File: src/rtl/trm_pkg.sv
// shared types and constants of the thermal runaway monitor
package trm_pkg;

    localparam int POWER_W = 7;
    localparam int TEMP_W  = 11;
    localparam int CNT_W   = 8;
    localparam int TIME_W  = 16;
    localparam int MS_W    = 32;
    localparam int PWM_W   = 16;
    localparam int CFG_W   = 16;
    localparam int IDX_W   = 3;
    localparam int LVL_W   = 3;

    typedef logic [LVL_W-1:0] t_level;

    localparam t_level LVL_NONE  = 3'd0;
    localparam t_level LVL_ONE   = 3'd1;
    localparam t_level LVL_TWO   = 3'd2;
    localparam t_level LVL_THREE = 3'd3;
    localparam t_level LVL_FOUR  = 3'd4;
    localparam t_level LVL_ABS   = 3'd5;

    typedef logic [IDX_W-1:0] t_cfg_index;

    localparam t_cfg_index CFG_STEP_DEGREES   = 3'd0;
    localparam t_cfg_index CFG_ABSOLUTE_LIMIT = 3'd1;
    localparam t_cfg_index CFG_TIME_ONE       = 3'd2;
    localparam t_cfg_index CFG_TIME_TWO       = 3'd3;
    localparam t_cfg_index CFG_TIME_THREE     = 3'd4;
    localparam t_cfg_index CFG_TIME_FOUR      = 3'd5;
    localparam t_cfg_index CFG_TIME_ABS       = 3'd6;

    localparam logic [7:0]        RST_STEP_DEGREES   = 8'd25;
    localparam logic [9:0]        RST_ABSOLUTE_LIMIT = 10'd500;
    localparam logic [TIME_W-1:0] RST_TIME_ONE       = 16'd20000;
    localparam logic [TIME_W-1:0] RST_TIME_TWO       = 16'd10000;
    localparam logic [TIME_W-1:0] RST_TIME_THREE     = 16'd5000;
    localparam logic [TIME_W-1:0] RST_TIME_FOUR      = 16'd2000;
    localparam logic [TIME_W-1:0] RST_TIME_ABS       = 16'd2000;

    typedef struct packed {
        logic [7:0] step_degrees;
        logic [9:0] absolute_limit;
    } t_grade_cfg;

    typedef struct packed {
        t_level               level;
        t_level               fault;
        logic                 tripped;
        logic                 pwm_fault;
        logic [POWER_W-1:0]   avg;
    } t_result;

endpackage

File: src/rtl/trm_hist_cell.sv
// one cell of the power history shift chain
module trm_hist_cell (
    input  logic                        i_clk,
    input  logic                        i_rst_n,
    input  logic                        i_shift,
    input  logic                        i_clear,
    input  logic [trm_pkg::POWER_W-1:0] i_data,
    output logic [trm_pkg::POWER_W-1:0] o_data
);

    logic [trm_pkg::POWER_W-1:0] r_value;

    always_ff @(posedge i_clk) begin
        if (!i_rst_n) begin
            r_value <= '0;
        end else if (i_shift) begin
            r_value <= i_data;
        end else if (i_clear) begin
            r_value <= '0;
        end
    end

    assign o_data = r_value;

endmodule

File: src/rtl/trm_grade.sv
// overrun level grading of tip against target and absolute limit
module trm_grade (
    input  logic signed [trm_pkg::TEMP_W-1:0] i_tip,
    input  logic signed [trm_pkg::TEMP_W-1:0] i_target,
    input  trm_pkg::t_grade_cfg               i_cfg,
    output trm_pkg::t_level                   o_level
);

    localparam int THR_W = trm_pkg::TEMP_W + 2;

    logic signed [THR_W-1:0] w_tip;
    logic signed [THR_W-1:0] w_target;
    logic signed [THR_W-1:0] w_abs;
    logic [4:1]              w_above;

    assign w_tip    = THR_W'(i_tip);
    assign w_target = THR_W'(i_target);
    assign w_abs    = $signed({3'b000, i_cfg.absolute_limit});

    // tip above target plus c steps, c = 1..4
    always_comb begin
        for (int c = 1; c <= 4; c++) begin
            w_above[c] = w_tip > (w_target
                + $signed({3'b000, 10'(i_cfg.step_degrees * 10'(c))}));
        end
    end

    always_comb begin
        priority if (w_tip > w_abs) begin
            o_level = trm_pkg::LVL_ABS;
        end else if (w_above[4]) begin
            o_level = trm_pkg::LVL_FOUR;
        end else if (w_above[3]) begin
            o_level = trm_pkg::LVL_THREE;
        end else if (w_above[2]) begin
            o_level = trm_pkg::LVL_TWO;
        end else if (w_above[1]) begin
            o_level = trm_pkg::LVL_ONE;
        end else begin
            o_level = trm_pkg::LVL_NONE;
        end
    end

endmodule

File: src/rtl/thermal_runaway_monitor_unit.sv
// thermal runaway monitor top level: history chain, grading, trip timer, output buffer
//
//  channel | direction | handshake                    | payload
//  --------+-----------+------------------------------+-------------------------------------
//  in      | input     | i_in_valid / o_in_stall      | now_ms power tip target flags pwm x3
//  out     | output    | o_out_valid / i_out_stall    | level fault tripped pwm_fault avg
//  cfg     | input     | i_cfg_we, no handshake back  | i_cfg_index, i_cfg_data
//
// one check per cycle while the input is not stalled; its result is registered in
// the output register, or in the skid entry while the output register is held. all
// state of a check (history chain, running sum, timer) updates as its beat is taken. an
// output register plus one skid entry part the sides; the input stalls only while the
// skid entry is full. synchronous reset clears history, counters, latch and valid bits.
module thermal_runaway_monitor_unit #(
    parameter int HISTORY_DEPTH = 8,
    parameter int RESET_CHECKS  = 4
) (
    input  logic                              i_clk,
    input  logic                              i_rst_n,
    input  logic                              i_in_valid,
    output logic                              o_in_stall,
    input  logic [trm_pkg::MS_W-1:0]          i_now_ms,
    input  logic [trm_pkg::POWER_W-1:0]       i_power_pct,
    input  logic signed [trm_pkg::TEMP_W-1:0] i_tip_temp,
    input  logic signed [trm_pkg::TEMP_W-1:0] i_target_temp,
    input  logic                              i_bypass,
    input  logic                              i_restart_history,
    input  logic [trm_pkg::PWM_W-1:0]         i_pwm_out,
    input  logic [trm_pkg::PWM_W-1:0]         i_pwm_period,
    input  logic [trm_pkg::PWM_W-1:0]         i_pwm_readback,
    output logic                              o_out_valid,
    input  logic                              i_out_stall,
    output logic [trm_pkg::LVL_W-1:0]         o_overrun_level,
    output logic [trm_pkg::LVL_W-1:0]         o_fault_code,
    output logic                              o_tripped,
    output logic                              o_pwm_fault,
    output logic [trm_pkg::POWER_W-1:0]       o_average_power,
    input  logic                              i_cfg_we,
    input  logic [trm_pkg::IDX_W-1:0]         i_cfg_index,
    input  logic [trm_pkg::CFG_W-1:0]         i_cfg_data
);

    localparam int PW      = trm_pkg::POWER_W;
    localparam int SUM_W   = PW + $clog2(HISTORY_DEPTH);
    localparam int SHIFT   = SUM_W + $clog2(HISTORY_DEPTH);
    localparam int RECIP   = ((1 << SHIFT) + HISTORY_DEPTH - 1) / HISTORY_DEPTH;
    localparam int RECIP_W = SHIFT + 1;
    localparam int PROD_W  = SUM_W + RECIP_W;
    localparam int CW      = trm_pkg::CNT_W;

    // configuration registers
    logic [7:0]                r_step_degrees;
    logic [9:0]                r_absolute_limit;
    logic [trm_pkg::TIME_W-1:0] r_time_one;
    logic [trm_pkg::TIME_W-1:0] r_time_two;
    logic [trm_pkg::TIME_W-1:0] r_time_three;
    logic [trm_pkg::TIME_W-1:0] r_time_four;
    logic [trm_pkg::TIME_W-1:0] r_time_abs;

    always_ff @(posedge i_clk) begin
        if (!i_rst_n) begin
            r_step_degrees   <= trm_pkg::RST_STEP_DEGREES;
            r_absolute_limit <= trm_pkg::RST_ABSOLUTE_LIMIT;
            r_time_one       <= trm_pkg::RST_TIME_ONE;
            r_time_two       <= trm_pkg::RST_TIME_TWO;
            r_time_three     <= trm_pkg::RST_TIME_THREE;
            r_time_four      <= trm_pkg::RST_TIME_FOUR;
            r_time_abs       <= trm_pkg::RST_TIME_ABS;
        end else if (i_cfg_we) begin
            unique case (i_cfg_index)
                trm_pkg::CFG_STEP_DEGREES:   r_step_degrees   <= i_cfg_data[7:0];
                trm_pkg::CFG_ABSOLUTE_LIMIT: r_absolute_limit <= i_cfg_data[9:0];
                trm_pkg::CFG_TIME_ONE:       r_time_one       <= i_cfg_data;
                trm_pkg::CFG_TIME_TWO:       r_time_two       <= i_cfg_data;
                trm_pkg::CFG_TIME_THREE:     r_time_three     <= i_cfg_data;
                trm_pkg::CFG_TIME_FOUR:      r_time_four      <= i_cfg_data;
                trm_pkg::CFG_TIME_ABS:       r_time_abs       <= i_cfg_data;
                default: begin
                end
            endcase
        end
    end

    // check state
    logic [CW-1:0]            r_cnt;
    logic [SUM_W-1:0]         r_sum;
    logic                     r_in_overrun;
    logic [trm_pkg::MS_W-1:0] r_start;
    logic                     r_trip;

    // output buffer
    logic             r_out_valid;
    logic             r_skid_valid;
    trm_pkg::t_result r_out;
    trm_pkg::t_result r_skid;

    logic w_accept;
    logic w_take;

    assign o_in_stall = r_skid_valid;
    assign w_accept   = i_in_valid && !r_skid_valid;
    assign w_take     = r_out_valid && !i_out_stall;

    // restart sequencing
    logic [CW-1:0] w_cnt_req;
    logic [CW-1:0] w_cnt_adv;
    logic [CW-1:0] w_cnt_after;
    logic [CW-1:0] n_cnt;
    logic          w_clear;
    logic          w_shift;

    always_comb begin
        w_cnt_req = (i_restart_history && (RESET_CHECKS > 0)) ? CW'(1) : r_cnt;
        w_cnt_adv = CW'(w_cnt_req + CW'(1));
        if (w_cnt_req == '0) begin
            w_cnt_after = '0;
        end else if ({1'b0, w_cnt_adv} >= (CW + 1)'(RESET_CHECKS)) begin
            w_cnt_after = '0;
        end else begin
            w_cnt_after = w_cnt_adv;
        end
        w_clear = !i_bypass && (w_cnt_req == CW'(1));
        w_shift = !i_bypass && (w_cnt_after == '0);
        n_cnt   = i_bypass ? w_cnt_req : w_cnt_after;
    end

    // history chain, cell 0 takes the new power, the last cell holds the oldest
    logic [PW-1:0] w_tap     [HISTORY_DEPTH];
    logic [PW-1:0] w_cell_in [HISTORY_DEPTH];

    for (genvar k = 0; k < HISTORY_DEPTH; k++) begin : g_cell
        if (k == 0) begin : g_head
            assign w_cell_in[k] = i_power_pct;
        end else begin : g_body
            assign w_cell_in[k] = w_clear ? '0 : w_tap[k-1];
        end
        trm_hist_cell u_cell (
            .i_clk   (i_clk),
            .i_rst_n (i_rst_n),
            .i_shift (w_accept && w_shift),
            .i_clear (w_accept && w_clear),
            .i_data  (w_cell_in[k]),
            .o_data  (w_tap[k])
        );
    end

    // running sum and average by reciprocal multiply
    logic [SUM_W-1:0]   w_sum_base;
    logic [SUM_W-1:0]   w_oldest;
    logic [SUM_W-1:0]   n_sum;
    logic [PROD_W-1:0]  w_prod;
    logic [PW-1:0]      w_avg;
    logic [RECIP_W-1:0] w_recip;

    assign w_recip    = RECIP_W'(RECIP);
    assign w_sum_base = w_clear ? '0 : r_sum;
    assign w_oldest   = w_clear ? '0 : SUM_W'(w_tap[HISTORY_DEPTH-1]);
    assign n_sum      = w_shift ? SUM_W'(w_sum_base - w_oldest + SUM_W'(i_power_pct))
                                : w_sum_base;
    assign w_prod     = PROD_W'(n_sum) * PROD_W'(w_recip);
    assign w_avg      = w_shift ? w_prod[SHIFT +: PW] : '0;

    // pwm check
    logic w_pwm_fault;

    assign w_pwm_fault = !i_bypass
        && (({1'b0, i_pwm_out} > ({1'b0, i_pwm_period} + 17'd1))
            || (i_pwm_out != i_pwm_readback));

    // grading
    trm_pkg::t_grade_cfg w_grade_cfg;
    trm_pkg::t_level     w_graded;
    trm_pkg::t_level     w_level;
    logic                w_grade_en;

    assign w_grade_cfg.step_degrees   = r_step_degrees;
    assign w_grade_cfg.absolute_limit = r_absolute_limit;

    trm_grade u_grade (
        .i_tip    (i_tip_temp),
        .i_target (i_target_temp),
        .i_cfg    (w_grade_cfg),
        .o_level  (w_graded)
    );

    assign w_grade_en = !i_bypass && (w_avg != '0) && !r_trip
                        && (i_tip_temp > i_target_temp);
    assign w_level    = w_grade_en ? w_graded : trm_pkg::LVL_NONE;

    // overrun timer
    logic [trm_pkg::TIME_W-1:0] w_limit;
    logic [trm_pkg::MS_W-1:0]   w_elapsed;
    logic                       n_in_overrun;
    logic [trm_pkg::MS_W-1:0]   n_start;
    logic                       n_trip;
    trm_pkg::t_level            w_fault;

    always_comb begin
        unique case (w_graded)
            trm_pkg::LVL_ONE:   w_limit = r_time_one;
            trm_pkg::LVL_TWO:   w_limit = r_time_two;
            trm_pkg::LVL_THREE: w_limit = r_time_three;
            trm_pkg::LVL_FOUR:  w_limit = r_time_four;
            default:            w_limit = r_time_abs;
        endcase
    end

    assign w_elapsed = i_now_ms - r_start;

    always_comb begin
        n_in_overrun = r_in_overrun;
        n_start      = r_start;
        n_trip       = r_trip;
        w_fault      = trm_pkg::LVL_NONE;
        if (!i_bypass) begin
            if (w_grade_en) begin
                if (w_level != trm_pkg::LVL_NONE) begin
                    if (!r_in_overrun) begin
                        n_in_overrun = 1'b1;
                        n_start      = i_now_ms;
                    end else if (w_elapsed > trm_pkg::MS_W'(w_limit)) begin
                        n_trip  = 1'b1;
                        w_fault = w_level;
                    end
                end
            end else begin
                n_in_overrun = 1'b0;
                n_start      = i_now_ms;
            end
        end
    end

    always_ff @(posedge i_clk) begin
        if (!i_rst_n) begin
            r_cnt        <= '0;
            r_sum        <= '0;
            r_in_overrun <= 1'b0;
            r_start      <= '0;
            r_trip       <= 1'b0;
        end else if (w_accept) begin
            r_cnt        <= n_cnt;
            r_sum        <= n_sum;
            r_in_overrun <= n_in_overrun;
            r_start      <= n_start;
            r_trip       <= n_trip;
        end
    end

    trm_pkg::t_result w_result;

    assign w_result.level     = w_level;
    assign w_result.fault     = w_fault;
    assign w_result.tripped   = n_trip;
    assign w_result.pwm_fault = w_pwm_fault;
    assign w_result.avg       = w_avg;

    // output register with one skid entry
    always_ff @(posedge i_clk) begin
        if (!i_rst_n) begin
            r_out_valid  <= 1'b0;
            r_skid_valid <= 1'b0;
        end else if (!r_out_valid || w_take) begin
            if (r_skid_valid) begin
                r_out_valid  <= 1'b1;
                r_skid_valid <= 1'b0;
            end else begin
                r_out_valid  <= w_accept;
            end
        end else if (w_accept) begin
            r_skid_valid <= 1'b1;
        end
    end

    always_ff @(posedge i_clk) begin
        if (!r_out_valid || w_take) begin
            if (r_skid_valid) begin
                r_out <= r_skid;
            end else if (w_accept) begin
                r_out <= w_result;
            end
        end else if (w_accept) begin
            r_skid <= w_result;
        end
    end

    assign o_out_valid     = r_out_valid;
    assign o_overrun_level = r_out.level;
    assign o_fault_code    = r_out.fault;
    assign o_tripped       = r_out.tripped;
    assign o_pwm_fault     = r_out.pwm_fault;
    assign o_average_power = r_out.avg;

    a_fault_trips: assert property (@(posedge i_clk) disable iff (!i_rst_n)
        (r_out_valid && (r_out.fault != trm_pkg::LVL_NONE)) |-> r_out.tripped)
        else $error("fault code shown without the trip latch");

    a_skid_behind_out: assert property (@(posedge i_clk) disable iff (!i_rst_n)
        r_skid_valid |-> r_out_valid)
        else $error("skid entry held while output register empty");

    a_trip_sticky: assert property (@(posedge i_clk) disable iff (!i_rst_n)
        !$fell(r_trip))
        else $error("trip latch cleared outside reset");

    a_cnt_bound: assert property (@(posedge i_clk) disable iff (!i_rst_n)
        ({1'b0, r_cnt} < (CW + 1)'(RESET_CHECKS)) || (r_cnt == '0))
        else $error("restart count beyond its window");

    a_trip_fault_once: assert property (@(posedge i_clk) disable iff (!i_rst_n)
        (w_accept && r_trip) |-> (w_fault == trm_pkg::LVL_NONE))
        else $error("fault reported after the latch was already set");

endmodule
File: config.mk
export PLATFORM = sky130hd
export DESIGN_NAME = thermal_runaway_monitor_unit
export DESIGN_NICKNAME = d
export VERILOG_FILES = /design/src/rtl/trm_pkg.sv /design/src/rtl/trm_hist_cell.sv /design/src/rtl/trm_grade.sv /design/src/rtl/thermal_runaway_monitor_unit.sv
export SDC_FILE = /design/constraint.sdc
export NUM_CORES = 1
export LEC_CHECK = 0
export ABC_AREA = 1
export BUFFER_PORTS_ARGS = -buffer_cell sky130_fd_sc_hd__clkbuf_2
export CAP_MARGIN = 20
export CORE_MARGIN = 4
export CORE_UTILIZATION = 40
export DETAILED_ROUTE_END_ITERATION = 6
export GPL_ROUTABILITY_DRIVEN = 1
export GPL_TIMING_DRIVEN = 0
export MAX_ROUTING_LAYER = met4
export PLACE_DENSITY = 0.68
export SYNTH_ARGS = -nofsm -noshare
export SYNTH_HDL_FRONTEND = slang
export SYNTH_SLANG_ARGS = --single-unit
File: constraint.sdc
create_clock -name i_clk -period 7.1 [get_ports i_clk]
set_input_delay 0.71 -clock i_clk [delete_from_list [all_inputs] [get_ports i_clk]]
set_output_delay 0.71 -clock i_clk [all_outputs]
set_load 0.03 [all_outputs]
==> report_table.html <==
<table>
<tr><th>Metric</th><th>Value</th></tr>
<tr><th colspan="2">Min path</th></tr>
<tr><td>Endpoint of the worst hold-timing path</td><td>r_start[29]$_SDFFE_PN0P_</td></tr>
<tr><td>Startpoint of the lowest-slack hold path</td><td>i_now_ms[29]</td></tr>
<tr><td>Hold Path Cell Cnt</td><td>3</td></tr>
<tr><td>HP Class</td><td>in2reg</td></tr>
<tr><th colspan="2">STA</th></tr>
<tr><td>Transition time at the pin with the least slew margin</td><td>between 0.9 and 1 ns</td></tr>
<tr><td>Max-slew violation count</td><td>0</td></tr>
<tr><td>Final total negative setup slack</td><td>0 ns</td></tr>
<tr><td>Final setup skew</td><td>0.02285 ns</td></tr>
<tr><td>Endpoints failing hold</td><td>0</td></tr>
<tr><td>Crit path setup slack, layout</td><td>~0.47 ns</td></tr>
<tr><td>Post-route clock period utilization</td><td>between 90% and 100%</td></tr>
<tr><td>Number of setup violations in the final report</td><td>0</td></tr>
<tr><td>Hold WS</td><td>roughly 0.41 ns</td></tr>
<tr><td>Upper clock frequency limit</td><td>roughly 150 MHz</td></tr>
<tr><td>Tightest slew margin relative to the limit</td><td>~40%</td></tr>
<tr><td>Period minus WS final</td><td>roughly 6.6 ns</td></tr>
<tr><th colspan="2">Layout</th></tr>
<tr><td>Sequential Area</td><td>just over 5000 µm²</td></tr>
<tr><td>Fraction of layout instances using a drive strength above 1</td><td>11.05%</td></tr>
<tr><td>Fill cell instance count of the final layout</td><td>approximately 4200</td></tr>
<tr><td>Post-route design area</td><td>around 20000 µm²</td></tr>
<tr><td>Final Core Density</td><td>46.95%</td></tr>
<tr><td>Area used by multi-input combinational logic</td><td>about 11000 µm²</td></tr>
<tr><td>Layout Cells excl Fill</td><td>3292</td></tr>
<tr><td>Number of nets in the finished design</td><td>a little over 3000</td></tr>
<tr><td>Syn-to-layout area delta</td><td>15.35%</td></tr>
<tr><th colspan="2">Placement</th></tr>
<tr><td>Post-placement cell area</td><td>approximately 19000 µm²</td></tr>
<tr><td>Pre-CTS setup slack</td><td>-0.7296 ns</td></tr>
<tr><td>Post-Place Cells</td><td>between 3000 and 4000</td></tr>
<tr><td>Port Buffers</td><td>between 100 and 150</td></tr>
<tr><td>Routability-driven placement congestion ratio</td><td>0.9401</td></tr>
<tr><td>Detailed-placement wirelength estimate</td><td>approximately 40000 µm</td></tr>
<tr><th colspan="2">Routing</th></tr>
<tr><td>Pre-Repair DR Iteration Count</td><td>5</td></tr>
<tr><td>Total via count after detailed routing</td><td>around 17000</td></tr>
<tr><td>Total wire length after detailed routing</td><td>51020 µm</td></tr>
<tr><td>Number of design rule violations left after detail routing</td><td>0</td></tr>
<tr><td>Top layer in use</td><td>met4</td></tr>
<tr><td>Wire length per cell</td><td>approximately 15 µm</td></tr>
<tr><td>Antenna-violating nets left</td><td>0</td></tr>
<tr><td>Vias per cell</td><td>between 5 and 6</td></tr>
<tr><td>Wire length on met2</td><td>between 20000 and 25000 µm</td></tr>
<tr><td>DRC violation total after the first TritonRoute iteration</td><td>between 1000 and 1500</td></tr>
<tr><td>Met1 routed wirelength after detailed routing</td><td>~23000 µm</td></tr>
<tr><td>Routed length on met3</td><td>approximately 2500 µm</td></tr>
<tr><th colspan="2">Yosys</th></tr>
<tr><td>Synthesized netlist net count</td><td>2878</td></tr>
<tr><td>Total number of yosys warnings</td><td>0</td></tr>
<tr><td>Area share of the largest cell type after synthesis</td><td>between 20% and 30%</td></tr>
<tr><td>Gate Count Post-Synth</td><td>approximately 2500</td></tr>
<tr><td>Count of unique library cells instantiated by Yosys</td><td>52</td></tr>
<tr><td>Area contributors post-synth</td><td>dfxtp_1 (24%), nand2_1 (14%), ha_1 (13%)</td></tr>
<tr><td>Seq cells post-synth</td><td>roughly 240</td></tr>
<tr><td>Sequential fraction of the synthesis area</td><td>29.47%</td></tr>
<tr><td>Netlist area before placement</td><td>~17000 µm²</td></tr>
<tr><td>Most frequent cell after synthesis</td><td>nand2_1</td></tr>
<tr><td>Leading area contributor after synthesis</td><td>dfxtp_1</td></tr>
<tr><td>Synth cell count leaders</td><td>nand2_1 (662), nor2_1 (327), inv_1 (300)</td></tr>
<tr><td>Synthesized area per cell</td><td>roughly 6.8 µm²</td></tr>
<tr><td>Number of enable-type register cells in the synthesized netlist</td><td>30</td></tr>
<tr><td>Top_reg_cell synth</td><td>dfxtp_1</td></tr>
<tr><td>Fraction of registers with async set/reset</td><td>0%</td></tr>
<tr><th colspan="2">Global routing</th></tr>
<tr><td>Vias in the first global route</td><td>16179</td></tr>
<tr><td>Overall Global Routing Usage</td><td>around 22%</td></tr>
<tr><td>Sum of overflow across all layers after global routing</td><td>0</td></tr>
<tr><td>Largest net degree at the start of global routing</td><td>16</td></tr>
<tr><td>Initial antenna violation count</td><td>1</td></tr>
<tr><td>First-pass GRT wire length</td><td>roughly 80000 µm</td></tr>
<tr><th colspan="2">Clocking</th></tr>
<tr><td>Worst-Skew Late Latency</td><td>0.55 ns</td></tr>
<tr><td>CTS root buffer</td><td>clkbuf_16</td></tr>
<tr><td>Number of H-tree levels</td><td>1</td></tr>
<tr><td>Number of buffers between clock root and the deepest sink</td><td>3</td></tr>
<tr><td>CTS clock-pin slew for the worst setup and hold paths</td><td>0.06 ns</td></tr>
<tr><td>Number of clock buffers inserted by TritonCTS</td><td>27</td></tr>
<tr><td>CTS tree</td><td>yes</td></tr>
<tr><td>Number of buffers inserted for hold repair after clock tree synthesis</td><td>0</td></tr>
<tr><td>Clock net sink count</td><td>between 200 and 250</td></tr>
<tr><th colspan="2">Setup path</th></tr>
<tr><td>Critical R2R Capture</td><td>o_tripped$_DFFE_PP_</td></tr>
<tr><td>Depth of the worst register-to-register path</td><td>44</td></tr>
<tr><td>Beginning of the worst register-to-register path</td><td>r_step_degrees[1]$_SDFFE_PN0P_</td></tr>
<tr><td>Worst path slowest cell</td><td>fa_2</td></tr>
<tr><td>Worst path bufs/invs</td><td>4</td></tr>
<tr><td>Setup slack, reg-to-reg</td><td>0.47 ns</td></tr>
<tr><td>Worst Setup Path Type</td><td>reg2reg</td></tr>
<tr><td>Largest fanout of any net on the critical path</td><td>10</td></tr>
<tr><td>Worst setup EP type</td><td>flip-flop</td></tr>
<tr><td>Delay of the slowest critical-path stage</td><td>between 0.5 and 0.6 ns</td></tr>
<tr><td>Crit path launch type</td><td>flip-flop</td></tr>
<tr><td>WP data required</td><td>7.40 ns</td></tr>
<tr><td>Crit path DAT</td><td>6.93 ns</td></tr>
<tr><td>Kind of cell adding the most delay to the critical path</td><td>simple AND/OR/NAND/NOR gates</td></tr>
<tr><td>Most common cell on crit path</td><td>nand2_1</td></tr>
<tr><th colspan="2">Floorplanning</th></tr>
<tr><td>Die Y</td><td>~220 µm</td></tr>
<tr><td>Full die area</td><td>between 40000 and 50000 µm²</td></tr>
<tr><td>Initial Utilization</td><td>about two fifths</td></tr>
<tr><td>I/O Pins</td><td>around 150</td></tr>
<tr><td>Placeable Area</td><td>~42000 µm²</td></tr>
<tr><td>Die width</td><td>around 220 µm</td></tr>
<tr><td>Number of placement rows</td><td>75</td></tr>
<tr><th colspan="2">Run status</th></tr>
<tr><td>Status</td><td>completed</td></tr>
<tr><th colspan="2">Job</th></tr>
<tr><td># Max-Cap Violations</td><td>0</td></tr>
<tr><th colspan="2">Pwr</th></tr>
<tr><td>Worst supply voltage drop on vdd</td><td>about 0.14 mV</td></tr>
<tr><td>Pwr dens</td><td>between 200 and 250 nW/µm²</td></tr>
<tr><td>Static Leakage</td><td>around 9.7 nW</td></tr>
<tr><td>Total power consumption of the routed design</td><td>about 4.3 mW</td></tr>
</table>
==> layer usage <==
metal | vias to the layer above | track usage [%]
li1 | 8642 | -
met1 | 7729 | 27.04
met2 | 440 | 36.26
met3 | 97 | 2.500
met4 | 0 | 7.000
met5 | - | -
==> registers in the layout, indices dropped and copies added, names as in the netlist, 3 cells and up <==
| register | count |
|---|---|
| r_time_two | 16 |
| r_cnt | 8 |
| o_average_power | 7 |
| r_step_degrees | 8 |
| r_time_three | 16 |
| o_fault_code | 3 |
| r_start | 32 |
| r_skid | 15 |
| o_overrun_level | 3 |
| r_time_four | 16 |
| r_time_abs | 16 |
| r_absolute_limit | 10 |
| r_time_one | 16 |
| g_cell.u_cell.o_data | 56 |
| r_sum | 10 |
==> how the worst max path moves through the flow <==
stage	start	end	cells after the start
final	r_step_degrees[1]$_SDFFE_PN0P_	o_tripped$_DFFE_PP_	44
after global routing	r_step_degrees[0]$_SDFFE_PN1P_	o_tripped$_DFFE_PP_	44
after CTS	r_step_degrees[1]$_SDFFE_PN0P_	o_tripped$_DFFE_PP_	44
after detailed placement	r_step_degrees[1]$_SDFFE_PN0P_	o_tripped$_DFFE_PP_	47
after global placement	r_step_degrees[1]$_SDFFE_PN0P_	o_tripped$_DFFE_PP_	47
after floorplan	r_step_degrees[1]$_SDFFE_PN0P_	o_tripped$_DFFE_PP_	44
==> layout make-up <==
class                   instances  area share, %
diodes                          1        0.01262
plain buffers                  73          1.773
clock buffers                  37          4.033
clock inverters                10         0.6879
inverters                     310          5.907
multi-input cells            1924          54.40
flip-flops and latches        238          25.60
well taps                     539          3.401
repair buffers                160          4.178
==> placed cells by master, fill, tap and decap left out, types with 6 or more instances in the layout <==
master / Yosys / layout
nand2_1: 662 / 657
a21oi_1: 196 / 189
clkbuf_16: 0 / 29
buf_4: 6 / 19
nand4_1: 55 / 55
dfxtp_1: 208 / 203
nor3_1: 19 / 18
inv_1: 300 / 299
o21ai_0: 111 / 107
xor2_1: 51 / 51
xnor2_1: 34 / 34
edfxtp_1: 30 / 30
nor2_2: 7 / 7
ha_1: 185 / 182
nand2_2: 4 / 6
clkbuf_1: 46 / 47
clkbuf_2: 0 / 150
o21bai_1: 17 / 16
or2_2: 13 / 13
nand3b_1: 9 / 9
nor2_1: 327 / 325
fa_1: 13 / 12
inv_2: 7 / 7
buf_2: 12 / 10
nand3_1: 164 / 162
a21oi_2: 1 / 7
o211ai_1: 11 / 11
==> timing repair <==
action / CTS / global route
buffers inserted: 1 / 9
pin swaps: 1 / 7
endpoints found under the setup margin: 9 / 9
gates resized for setup: 24 / 31
==> cells by family after synthesis <==
group / after synthesis / synth area share (%)
flip-flops: 238 / 29.47
XOR/XNOR: 85 / 4.331
adder cells (fa/ha/maj): 198 / 14.98
buffers and inverters: 383 / 8.757
AND/OR/NAND/NOR: 1273 / 30.81
AO/OA/AOI/OAI: 368 / 11.65
==> worst min-delay path: cells and delay by family <==
kind                   cells  cell delay, ns
AND/OR/NAND/NOR            2            0.12
buffers and inverters      1            0.09
==> report_power, final <==
group | internal, mW | leakage, nW | switching (mW)
clock network | 0.894 | 0.465 | 0.578
logic | 0.481 | 7.24 | 0.870
registers | 1.42 | 1.98 | 0.0281
(Power assumes the default switching activity.)
